`src/rtl/calscl_pkg.sv`:
```
package calscl_pkg;

    localparam int SAMPLE_BITS_DEF = 13;

    // Datapath widths, sized for the widest sample (16 bits).
    localparam int X_W = 21;          // working value
    localparam int A_W = X_W;         // multiplicand
    localparam int B_W = 18;          // multiplier
    localparam int D_W = 18;          // divisor
    localparam int P_W = A_W + B_W;   // product / quotient
    localparam int OUT_W = 16;

    localparam int UNI_MAX = 16379;
    localparam int TOP_VAL = 16383;
    localparam int BOT_VAL = -16384;

    localparam logic [1:0] ACT_CONVERT = 2'd0;
    localparam logic [1:0] ACT_CAPTURE = 2'd1;
    localparam logic [1:0] ACT_LOAD    = 2'd2;
    localparam logic [1:0] ACT_FLAG    = 2'd3;

    localparam logic [1:0] PT_LOW  = 2'd0;
    localparam logic [1:0] PT_MID  = 2'd1;
    localparam logic [1:0] PT_HIGH = 2'd2;

    localparam logic [1:0] CFG_BIPOLAR = 2'd0;
    localparam logic [1:0] CFG_TOP     = 2'd1;
    localparam logic [1:0] CFG_BOTTOM  = 2'd2;

    typedef logic signed [X_W-1:0]   xval_t;
    typedef logic signed [P_W:0]     wide_t;
    typedef logic signed [OUT_W-1:0] oval_t;

    typedef struct packed {
        logic                  start;
        logic signed [A_W-1:0] a;
        logic signed [B_W-1:0] b;
        logic signed [D_W-1:0] d;
    } md_req_t;

    typedef struct packed {
        logic                  done;
        logic signed [P_W-1:0] q;
    } md_rsp_t;

    function automatic oval_t sat16(input wide_t v);
        oval_t r;
        if (v > 32767) begin
            r = 16'sh7fff;
        end else if (v < -32768) begin
            r = 16'sh8000;
        end else begin
            r = OUT_W'(v);
        end
        return r;
    endfunction

    function automatic xval_t clamp_cal(input wide_t v);
        xval_t r;
        if (v > TOP_VAL) begin
            r = X_W'(TOP_VAL);
        end else if (v < BOT_VAL) begin
            r = X_W'(BOT_VAL);
        end else begin
            r = X_W'(v);
        end
        return r;
    endfunction

endpackage

```
`src/rtl/calscl_muldiv.sv`:
```
module calscl_muldiv (
    input  logic                aclk,
    input  logic                aresetn,
    input  calscl_pkg::md_req_t req,
    output calscl_pkg::md_rsp_t rsp
);

    localparam int P_W   = calscl_pkg::P_W;
    localparam int D_W   = calscl_pkg::D_W;
    localparam int CNT_W = $clog2(P_W + 1);

    typedef enum logic [1:0] {MD_IDLE, MD_PREP, MD_DIV, MD_FIN} md_state_t;

    md_state_t             state_reg, state_next;
    logic signed [P_W-1:0] prod_reg, prod_next;
    logic signed [D_W-1:0] den_reg, den_next;
    logic                  neg_reg, neg_next;
    logic [D_W-1:0]        rem_reg, rem_next;
    logic [D_W-1:0]        dmag_reg, dmag_next;
    logic [P_W-1:0]        quo_reg, quo_next;
    logic [CNT_W-1:0]      cnt_reg, cnt_next;
    logic                  done_reg, done_next;
    logic signed [P_W-1:0] q_reg, q_next;

    logic [D_W:0]          rem_sh;
    logic [D_W:0]          rem_sub;

    always_comb begin
        state_next = state_reg;
        prod_next  = prod_reg;
        den_next   = den_reg;
        neg_next   = neg_reg;
        rem_next   = rem_reg;
        dmag_next  = dmag_reg;
        quo_next   = quo_reg;
        cnt_next   = cnt_reg;
        done_next  = 1'b0;
        q_next     = q_reg;
        rem_sh     = {rem_reg, quo_reg[P_W-1]};
        rem_sub    = rem_sh - {1'b0, dmag_reg};
        case (state_reg)
            MD_IDLE: begin
                if (req.start) begin
                    prod_next  = P_W'(req.a * req.b);
                    den_next   = req.d;
                    state_next = MD_PREP;
                end
            end
            MD_PREP: begin
                neg_next   = prod_reg[P_W-1] ^ den_reg[D_W-1];
                quo_next   = prod_reg[P_W-1] ? P_W'(-prod_reg) : P_W'(prod_reg);
                dmag_next  = den_reg[D_W-1] ? D_W'(-den_reg) : D_W'(den_reg);
                rem_next   = '0;
                cnt_next   = CNT_W'(P_W);
                state_next = MD_DIV;
            end
            MD_DIV: begin
                if (rem_sh >= {1'b0, dmag_reg}) begin
                    rem_next = rem_sub[D_W-1:0];
                    quo_next = {quo_reg[P_W-2:0], 1'b1};
                end else begin
                    rem_next = rem_sh[D_W-1:0];
                    quo_next = {quo_reg[P_W-2:0], 1'b0};
                end
                cnt_next = cnt_reg - 1'b1;
                if (cnt_reg == CNT_W'(1)) begin
                    state_next = MD_FIN;
                end
            end
            MD_FIN: begin
                q_next     = neg_reg ? -$signed(quo_reg) : $signed(quo_reg);
                done_next  = 1'b1;
                state_next = MD_IDLE;
            end
            default: begin
                state_next = MD_IDLE;
            end
        endcase
    end

    always_ff @(posedge aclk) begin
        if (!aresetn) begin
            state_reg <= MD_IDLE;
            done_reg  <= 1'b0;
        end else begin
            state_reg <= state_next;
            done_reg  <= done_next;
        end
        prod_reg <= prod_next;
        den_reg  <= den_next;
        neg_reg  <= neg_next;
        rem_reg  <= rem_next;
        dmag_reg <= dmag_next;
        quo_reg  <= quo_next;
        cnt_reg  <= cnt_next;
        q_reg    <= q_next;
    end

    assign rsp.done = done_reg;
    assign rsp.q    = q_reg;

endmodule

```
`src/rtl/calibrated_adc_scaler.sv`:
```
// Converts a smoothed converter sample into a signed 16-bit control value:
// unipolar rescale or bipolar inversion, optional three-point calibration,
// optional map onto range_bottom..range_top. Capture, load and flag
// transactions complete in the cycle they are accepted. A convert
// transaction runs its linear maps one after another through a single
// multiply/divide unit whose divider retires one quotient bit per cycle.
// The number of maps run depends on mode, calibration and range. s_tready
// is low while a conversion runs; a finished result waits in the output
// register without blocking the next transaction.
module calibrated_adc_scaler #(
    parameter int SAMPLE_BITS = calscl_pkg::SAMPLE_BITS_DEF,
    parameter int S_TDATA_W   = ((SAMPLE_BITS + 19 + 7) / 8) * 8
) (
    input  logic                 aclk,
    input  logic                 aresetn,
    input  logic                 cfg_wr_en,
    input  logic [1:0]           cfg_wr_index,
    input  logic [15:0]          cfg_wr_data,
    input  logic                 s_tvalid,
    output logic                 s_tready,
    // sample, point_select, point_value, enable_flag, zero pad
    input  logic [S_TDATA_W-1:0] s_tdata,
    // action
    input  logic [1:0]           s_tuser,
    output logic                 m_tvalid,
    input  logic                 m_tready,
    // scaled_value
    output logic [15:0]          m_tdata
);

    localparam int X_W   = calscl_pkg::X_W;
    localparam int A_W   = calscl_pkg::A_W;
    localparam int B_W   = calscl_pkg::B_W;
    localparam int D_W   = calscl_pkg::D_W;
    localparam int P_W   = calscl_pkg::P_W;
    localparam int OFF_SEL  = SAMPLE_BITS;
    localparam int OFF_PVAL = SAMPLE_BITS + 2;
    localparam int OFF_FLAG = SAMPLE_BITS + 18;

    typedef enum logic [2:0] {
        ST_IDLE, ST_UNI, ST_CAL_START, ST_CAL, ST_RNG_START, ST_RNG, ST_DONE
    } state_t;

    state_t                state_reg, state_next;
    logic                  bipolar_reg, bipolar_next;
    logic signed [15:0]    top_reg, top_next;
    logic signed [15:0]    bottom_reg, bottom_next;
    logic signed [15:0]    low_reg, low_next;
    logic signed [15:0]    mid_reg, mid_next;
    logic signed [15:0]    high_reg, high_next;
    logic                  cal_act_reg, cal_act_next;
    calscl_pkg::xval_t     x_reg, x_next;
    logic signed [15:0]    out_lo_reg, out_lo_next;
    logic                  m_tvalid_reg, m_tvalid_next;
    calscl_pkg::oval_t     m_tdata_reg, m_tdata_next;
    calscl_pkg::md_req_t   md_req_reg, md_req_next;
    calscl_pkg::md_rsp_t   md_rsp;

    logic [1:0]            in_action;
    logic [SAMPLE_BITS-1:0] in_sample;
    logic [1:0]            in_sel;
    logic signed [15:0]    in_pval;
    logic                  in_flag;
    logic                  s_accept;
    calscl_pkg::xval_t     s_ext;
    calscl_pkg::xval_t     shaped;
    calscl_pkg::xval_t     uni_clamped;
    calscl_pkg::oval_t     shaped_sat;
    calscl_pkg::xval_t     low_x, mid_x, high_x;
    calscl_pkg::xval_t     base_lo;
    calscl_pkg::xval_t     xq;
    logic signed [D_W-1:0] span_up, span_dn;
    logic                  rng_needed;

    assign in_action = s_tuser;
    assign in_sample = s_tdata[SAMPLE_BITS-1:0];
    assign in_sel    = s_tdata[OFF_SEL +: 2];
    assign in_pval   = s_tdata[OFF_PVAL +: 16];
    assign in_flag   = s_tdata[OFF_FLAG];

    assign s_tready = (state_reg == ST_IDLE);
    assign s_accept = s_tvalid && s_tready;

    always_comb begin
        s_ext       = {{(X_W - SAMPLE_BITS){1'b0}}, in_sample};
        shaped      = bipolar_reg ? (X_W'(calscl_pkg::TOP_VAL) - (s_ext <<< 2))
                                  : (s_ext <<< 1);
        uni_clamped = (s_ext > calscl_pkg::UNI_MAX) ? X_W'(calscl_pkg::UNI_MAX) : s_ext;
        shaped_sat  = calscl_pkg::sat16((P_W+1)'(shaped));
        low_x       = X_W'(low_reg);
        mid_x       = X_W'(mid_reg);
        high_x      = X_W'(high_reg);
        span_up     = D_W'(high_x - mid_x);
        span_dn     = D_W'(mid_x - low_x);
        base_lo     = bipolar_reg ? X_W'(calscl_pkg::BOT_VAL) : '0;
        rng_needed  = (top_reg != 16'sd16383) || (X_W'(bottom_reg) != base_lo);
        xq          = X_W'(md_rsp.q);
    end

    always_comb begin
        state_next    = state_reg;
        bipolar_next  = bipolar_reg;
        top_next      = top_reg;
        bottom_next   = bottom_reg;
        low_next      = low_reg;
        mid_next      = mid_reg;
        high_next     = high_reg;
        cal_act_next  = cal_act_reg;
        x_next        = x_reg;
        out_lo_next   = out_lo_reg;
        m_tvalid_next = m_tvalid_reg;
        m_tdata_next  = m_tdata_reg;
        md_req_next   = md_req_reg;
        md_req_next.start = 1'b0;

        if (m_tvalid_reg && m_tready) begin
            m_tvalid_next = 1'b0;
        end

        if (cfg_wr_en) begin
            case (cfg_wr_index)
                calscl_pkg::CFG_BIPOLAR: bipolar_next = cfg_wr_data[0];
                calscl_pkg::CFG_TOP:     top_next     = cfg_wr_data;
                calscl_pkg::CFG_BOTTOM:  bottom_next  = cfg_wr_data;
                default: ;
            endcase
        end

        case (state_reg)
            ST_IDLE: begin
                if (s_accept) begin
                    case (in_action)
                        calscl_pkg::ACT_CAPTURE: begin
                            cal_act_next = 1'b1;
                            case (in_sel)
                                calscl_pkg::PT_LOW:  low_next  = shaped_sat;
                                calscl_pkg::PT_MID:  mid_next  = shaped_sat;
                                calscl_pkg::PT_HIGH: high_next = shaped_sat;
                                default: ;
                            endcase
                        end
                        calscl_pkg::ACT_LOAD: begin
                            case (in_sel)
                                calscl_pkg::PT_LOW:  low_next  = in_pval;
                                calscl_pkg::PT_MID:  mid_next  = in_pval;
                                calscl_pkg::PT_HIGH: high_next = in_pval;
                                default: ;
                            endcase
                        end
                        calscl_pkg::ACT_FLAG: begin
                            cal_act_next = in_flag;
                        end
                        default: begin
                            if (bipolar_reg) begin
                                x_next     = shaped;
                                state_next = ST_CAL_START;
                            end else begin
                                md_req_next.start = 1'b1;
                                md_req_next.a     = A_W'(uni_clamped);
                                md_req_next.b     = B_W'(calscl_pkg::TOP_VAL);
                                md_req_next.d     = D_W'(calscl_pkg::UNI_MAX);
                                state_next        = ST_UNI;
                            end
                        end
                    endcase
                end
            end
            ST_UNI: begin
                if (md_rsp.done) begin
                    x_next     = xq <<< 1;
                    state_next = ST_CAL_START;
                end
            end
            ST_CAL_START: begin
                if (!cal_act_reg) begin
                    state_next = ST_RNG_START;
                end else if (x_reg >= mid_x) begin
                    if (span_up == '0) begin
                        x_next     = '0;
                        state_next = ST_RNG_START;
                    end else begin
                        md_req_next.start = 1'b1;
                        md_req_next.a     = A_W'(x_reg - mid_x);
                        md_req_next.b     = B_W'(calscl_pkg::TOP_VAL);
                        md_req_next.d     = span_up;
                        out_lo_next       = '0;
                        state_next        = ST_CAL;
                    end
                end else begin
                    if (span_dn == '0) begin
                        x_next     = X_W'(calscl_pkg::BOT_VAL);
                        state_next = ST_RNG_START;
                    end else begin
                        md_req_next.start = 1'b1;
                        md_req_next.a     = A_W'(x_reg - low_x);
                        md_req_next.b     = B_W'(-calscl_pkg::BOT_VAL);
                        md_req_next.d     = span_dn;
                        out_lo_next       = 16'(calscl_pkg::BOT_VAL);
                        state_next        = ST_CAL;
                    end
                end
            end
            ST_CAL: begin
                if (md_rsp.done) begin
                    x_next = calscl_pkg::clamp_cal((P_W+1)'(md_rsp.q)
                                                   + (P_W+1)'(out_lo_reg));
                    state_next = ST_RNG_START;
                end
            end
            ST_RNG_START: begin
                if (rng_needed) begin
                    md_req_next.start = 1'b1;
                    md_req_next.a     = A_W'(x_reg - base_lo);
                    md_req_next.b     = B_W'(B_W'(top_reg) - B_W'(bottom_reg));
                    md_req_next.d     = D_W'(X_W'(calscl_pkg::TOP_VAL) - base_lo);
                    state_next        = ST_RNG;
                end else begin
                    state_next = ST_DONE;
                end
            end
            ST_RNG: begin
                if (md_rsp.done) begin
                    x_next = X_W'(calscl_pkg::sat16((P_W+1)'(md_rsp.q)
                                                    + (P_W+1)'(bottom_reg)));
                    state_next = ST_DONE;
                end
            end
            ST_DONE: begin
                if (!m_tvalid_reg || m_tready) begin
                    m_tvalid_next = 1'b1;
                    m_tdata_next  = calscl_pkg::sat16((P_W+1)'(x_reg));
                    state_next    = ST_IDLE;
                end
            end
            default: begin
                state_next = ST_IDLE;
            end
        endcase
    end

    always_ff @(posedge aclk) begin
        if (!aresetn) begin
            state_reg         <= ST_IDLE;
            bipolar_reg       <= 1'b0;
            top_reg           <= 16'sd16383;
            bottom_reg        <= '0;
            low_reg           <= 16'(calscl_pkg::BOT_VAL);
            mid_reg           <= '0;
            high_reg          <= 16'(calscl_pkg::TOP_VAL);
            cal_act_reg       <= 1'b0;
            m_tvalid_reg      <= 1'b0;
            md_req_reg.start  <= 1'b0;
        end else begin
            state_reg         <= state_next;
            bipolar_reg       <= bipolar_next;
            top_reg           <= top_next;
            bottom_reg        <= bottom_next;
            low_reg           <= low_next;
            mid_reg           <= mid_next;
            high_reg          <= high_next;
            cal_act_reg       <= cal_act_next;
            m_tvalid_reg      <= m_tvalid_next;
            md_req_reg.start  <= md_req_next.start;
        end
        x_reg        <= x_next;
        out_lo_reg   <= out_lo_next;
        m_tdata_reg  <= m_tdata_next;
        md_req_reg.a <= md_req_next.a;
        md_req_reg.b <= md_req_next.b;
        md_req_reg.d <= md_req_next.d;
    end

    calscl_muldiv u_muldiv (
        .aclk    (aclk),
        .aresetn (aresetn),
        .req     (md_req_reg),
        .rsp     (md_rsp)
    );

    assign m_tvalid = m_tvalid_reg;
    assign m_tdata  = m_tdata_reg;

endmodule
```
`config.mk`:
```
export PLATFORM = sky130hd
export DESIGN_NAME = calibrated_adc_scaler
export DESIGN_NICKNAME = d
export VERILOG_FILES = /design/src/rtl/calscl_pkg.sv /design/src/rtl/calscl_muldiv.sv /design/src/rtl/calibrated_adc_scaler.sv
export SDC_FILE = /design/constraint.sdc
export NUM_CORES = 2
export LEC_CHECK = 0
export ABC_AREA = 1
export BUFFER_PORTS_ARGS = -buffer_cell sky130_fd_sc_hd__buf_2
export CORE_ASPECT_RATIO = 0.8
export CORE_UTILIZATION = 50
export DETAILED_ROUTE_END_ITERATION = 7
export PLACE_DENSITY_LB_ADDON = 0.1
export SYNTH_ARGS = -nofsm -noshare
export SYNTH_HDL_FRONTEND = slang
export SYNTH_SLANG_ARGS = --single-unit
```
`constraint.sdc`:
```
create_clock -name aclk -period 6.2 [get_ports aclk]
set_input_delay 1.86 -clock aclk [delete_from_list [all_inputs] [get_ports aclk]]
set_output_delay 1.86 -clock aclk [all_outputs]
set_load 0.03 [all_outputs]
```
# Word-level counts from Yosys, hierarchy flattened

Index checks and enable logic that the tools add are counted.

$lt $le $gt $ge: 10
Multiply operators: 1
Mux-type cells: 70
Add/sub/neg operators: 15
Reductions and logical operators: 31
Bitwise logic cells: 1
Eq/ne operators: 43

Operators by type and width:

| operator                                                                          | count |
|---|---|
| 58-bit two-way mux                                                                | 8 |
| 21-bit two-way mux                                                                | 14 |
| 16-bit two-way mux                                                                | 14 |
| 58-bit case mux with 3 select lines                                               | 1 |
| 21-bit case mux with 5 select lines                                               | 1 |
| 16-bit case mux with 2 select lines                                               | 3 |
| 39-bit by 16-bit adder with 40-bit output                                         | 2 |
| 39-bit two-way mux                                                                | 2 |
| 39-bit negation                                                                   | 2 |
| 39-bit case mux with 2 select lines                                               | 1 |
| 16-bit by 16-bit subtractor with 17-bit output                                    | 3 |
| 21-bit by 16-bit greater-than comparator with 1-bit output, second input constant | 2 |
| 21-bit by 16-bit < comparator with 1-bit output, second input constant            | 2 |
| 21-bit by 16-bit subtractor with 21-bit output                                    | 2 |
| 40-bit by 15-bit greater-than comparator with 1-bit output, second input constant | 1 |
| 40-bit by 16-bit greater-than comparator with 1-bit output, second input constant | 1 |
| 40-bit by 15-bit < comparator with 1-bit output, second input constant            | 1 |
| 40-bit by 16-bit < comparator with 1-bit output, second input constant            | 1 |
| 21-bit by 18-bit multiplier with 39-bit output                                    | 1 |
| 18-bit zero test                                                                  | 2 |
| 18-bit case mux with 2 select lines                                               | 1 |
| 3-bit two-way mux                                                                 | 10 |
| 2-bit by 1-bit != test with 1-bit output, second input constant                   | 12 |
| 21-bit by 16-bit >= comparator with 1-bit output                                  | 1 |
| 42 further kinds                                                                  | 83 |

Register bits: 378
Word-level logic and storage cells: 198

# Logic depth before layout (Yosys ltp)

Word-level depth: 7
Depth in mapped cells: 29
Depth with buffers taken out: 28

# By module

A second synthesis with hierarchy kept.

Cell total of the unflattened synthesis: 5,919
Area total of the unflattened synthesis: 42,957.4 um2

Modules (own cells, without submodules):

| module                | area each (um2) | times used | cells each |
|---|---|---|---|
| calscl_muldiv         | 24,938.9        | 1          | 3,132 |
| calibrated_adc_scaler | 18,018.5        | 1          | 2,787 |

# Least setup slack after synthesis

No wires, ideal clock.

Path type: register to register
Start point: register md_req_reg[56] (netlist name)
End point: register u_muldiv.prod_reg[37] (data pin)
Period minus slack after synthesis: 6,124 ps
Slack: 76 ps
Stages on the path, launching flop included: 25
Path buffers: 2
Data arrival time: 5,866 ps
Cells stage by stage: edfxtp_1 > clkbuf_1 > clkbuf_1 > nand2_1 > inv_1 > fa_1 > inv_1 > fa_1 > inv_1 > ha_1 > inv_1 > fa_1 > inv_1 > fa_1 > inv_1 > fa_1 > inv_1 > ha_1 > a21oi_1 > o21ai_0 > a21oi_1 > nor3_1 > a211oi_1 > nand2_1 > xor2_1

Cells in the longest elaborated chain, start to end: 1

RTL lines:

| what                                           | RTL line                    | RTL |
|---|---|---|
| from (decl)                                    | calibrated_adc_scaler.sv:56 | `calscl_pkg::md_req_t md_req_reg, md_req_next;` |
| 21-bit by 18-bit multiplier with 39-bit output | calscl_muldiv.sv:44         | `prod_next = P_W'(req.a * req.b);` |
| to (signal assigned)                           | calscl_muldiv.sv:89         | `prod_reg <= prod_next;` |
| to (decl)                                      | calscl_muldiv.sv:15         | `logic signed [P_W-1:0] prod_reg, prod_next;` |

Every way passes these cells.
A chain may end at the register's enable or synchronous reset.

# Worst setup path after layout

Start point: register md_req_reg[54] (netlist name)
End point: register u_muldiv.prod_reg[37] (data pin)

Same word-level chain as after synthesis.

==> run metrics <==
Synth Flop Type=edfxtp_1; vias per inst=5.36; Synth warnings=0; maximum vdd drop=0.000956 V; max-slew violation count=0; root buf cell=clkbuf_16; mux cell area share after synthesis=0%; initial antenna violation count=3; antenna viol nets, final=0; final WL=between 100,000 and 150,000 um; Util after Layout=56.4%; gr usage total=a little under a third; Switch Pwr=approximately 11 mW; DIE AREA=between 0.08 and 0.09 sq mm; hold_ws=approximately 420 ps; leakage power=23.1 nW; num rows=93; # DRC=0; DP Area=between 0.04 and 0.05 sq mm; mean post-synth cell area=about 7.5 sq um; Compound-Gate Fraction of Synth Area=under 10%; GPL Wtd Cong=a little under 1; global-route wire length before repair=a little under 200,000 um; syn_nets=6,256; Largest register FFs=56; pre-CTS WS=~49 ps; distinct cell type count after synthesis=slightly above 60; maxcap violations=0; worst setup path class=flop to flop; GRT Residual Overflow=0; Max-Slew Margin vs Limit=between 20% and 30%; power per cell area=around 510 mW/mm^2; Final Hold Viols=0; Post-Place Cells=between 6,000 and 7,000; Pwr Total=around 23 mW; crit end category=flop; cell count after synthesis=between 5,000 and 6,000; setup ws final=about 140 ps; clock buffer depth=3; Iter 0 DRT Violations=~3,400; Initial Util=about half; vias in the first global route=~34,000; required time worst endpoint=6530 ps; area grow syn2layout=10.7%; RSZ-0062 raised after global routing=true; Reg area=just under 0.01 sq mm; layout cells sized above 1=under 10%; part of the Yosys area used for sequential elements=between 20% and 30%; critical path startpoint category=flop; Flop pwr share=between 10% and 20%; Yosys top cell by area=edfxtp_1; Synth Register Bits=360; count leader, synth=nand2_1; Pint=approximately 12 mW; Logic pwr share=between 70% and 80%; Yosys top cell area share=roughly a fifth; final worst path period share=97.7%; slew at the pin closest to its max-slew limit=1060 ps; Final setup viols=0; # port buffers=74; Mapped Area=slightly above 0.04 sq mm; clock slew at reported path FFs=around 60 ps; asr flop ratio synth=0%; nets@finish=~6,400; area share of fa/ha/maj cells after synthesis=between 20 and 30%; fin crit period=a little over 6000 ps; Num Clock Sinks=between 300 and 400; dominant cells by area after synthesis=edfxtp_1 20%, fa_1 19%, nand2_1 13%; area occupied by multi-input gates=about 0.027 sq mm; Clk network pwr share=around a tenth; H-tree depth=2; largest family of logic cells by synthesized area=adder cells; Vias=~36,000; switching share of total power=around 48%; io pins=75; Simple-Gate Fraction of Synth Area=roughly 22%; Critical Path AT=6380 ps; post-route setup TNS=0 ps; height of the die=roughly 260 um; skew final=around 33 ps; XOR/XNOR share of the synthesized area=~4.1%; final non-filler cell total=just under 7,000; Post-synth top cells=1,436 x nand2_1, 1,150 x inv_1, 387 x fa_1; largest net degree at the start of global routing=80; Post-synth EDFFs=270; FMAX=between 150 and 200 MHz; Avg WL per Cell=between 15 and 20 um; DP HPWL=approximately 100,000 um; Filler cells=between 7,000 and 8,000; Worst-Skew Late Latency=600 ps; CP Max Fanout=6; Post-Layout Inst Area=0.0458 sq mm; First-pass DRT Iterations=6; die width=~320 um; CTS tree=done; Hold Crit Class=flop to flop; outcome=finished, final reports clean; Core ar.=0.0812 sq mm; CTS buffer count=42
-- area by class of cell --
type / instances / share of cell area (%)
antenna: 2 / 0.0109
clock buffer: 55 / 2.50
clock inverter: 20 / 0.401
inverter: 1161 / 9.52
multi-input combinational: 3850 / 58.6
sequential: 360 / 21.6
tap: 1092 / 2.98
timing repair buffer: 229 / 4.40
-- timing repair --
action | 4_1_cts | 5_1_grt
resized for setup | 0 | 78
setup buffers | 0 | 16
hold buffers | 0 | 0
setup endpoints to repair | 0 | 18
-- worst max-delay path: stages (launching register included) --
cell      delay (ps)
edfxtp_1         490
buf_4            210
buf_4            150
or2_2            310
fa_1             510
inv_1             60
fa_1             530
fa_1             450
fa_1             550
inv_1             70
fa_1             500
fa_1             600
inv_1             60
ha_1             440
nand4_1          280
nor4_2           360
nand2_1           80
nand2_1           70
xor2_1            60
-- layout by cell type, fill, tap and decap left out, types with 14 or more instances in the layout --
master and n:
a21oi_1 315, a31oi_1 15, buf_12 33, buf_2 74
buf_4 113, clkbuf_16 44, dfxtp_1 90, edfxtp_1 270
fa_1 380, ha_1 277, inv_1 1142, inv_2 14
nand2_1 1428, nand2_2 33, nand3_1 213, nand3b_1 16
nand4_1 60, nor2_1 351, nor2_2 17, nor3_1 52
nor4_1 18, o211ai_1 15, o21ai_0 241, o21ai_1 16
o21bai_1 25, o221ai_1 20, or2_2 14, xnor2_1 69
xor2_1 125
-- final timing paths --
check,startpoint,to,slack [ps],depth (start not counted)
max,md_req_reg[54],u_muldiv.prod_reg[37],140,18
max reg2reg,md_req_reg[54],u_muldiv.prod_reg[37],140,18
min reg2reg,md_req_reg[12],u_muldiv.den_reg[12],420,0
min,md_req_reg[12],u_muldiv.den_reg[12],420,0
-- layer usage --
layer | global-route usage (%) | routed length [um] | vias up
met1 | 49.4 | 63300 | 17200
li1 | - | - | 17600
met3 | 4.37 | 11700 | 126
met4 | 6.11 | 2270 | 2
met5 | 0 | 13 | -
met2 | 42.3 | 50800 | 1370
-- power by group through the flow --
stage | combinational, mW | clock [mW] | sequential, mW
after floorplan | 9.37 | 0 | 4.08
after global placement | 15.1 | 0 | 4.27
after detailed placement | 15.1 | 0 | 4.27
after CTS | 15.3 | 2.53 | 4.23
after global routing | 18.3 | 2.60 | 4.28
final | 16.6 | 2.49 | 4.24
-- cell families (layout without fill, tap and decap cells) --
logic type	Yosys count	in the layout
xor gates and xnor gates	195	195
buffers and inverters	1312	1465
adders and majority gates	677	677
DFF	360	360
AOI/OAI and AO/OA	737	737
and+or+nand+nor	2240	2240
other	1	3
Note: power is estimated with default switching activity, not from simulation.
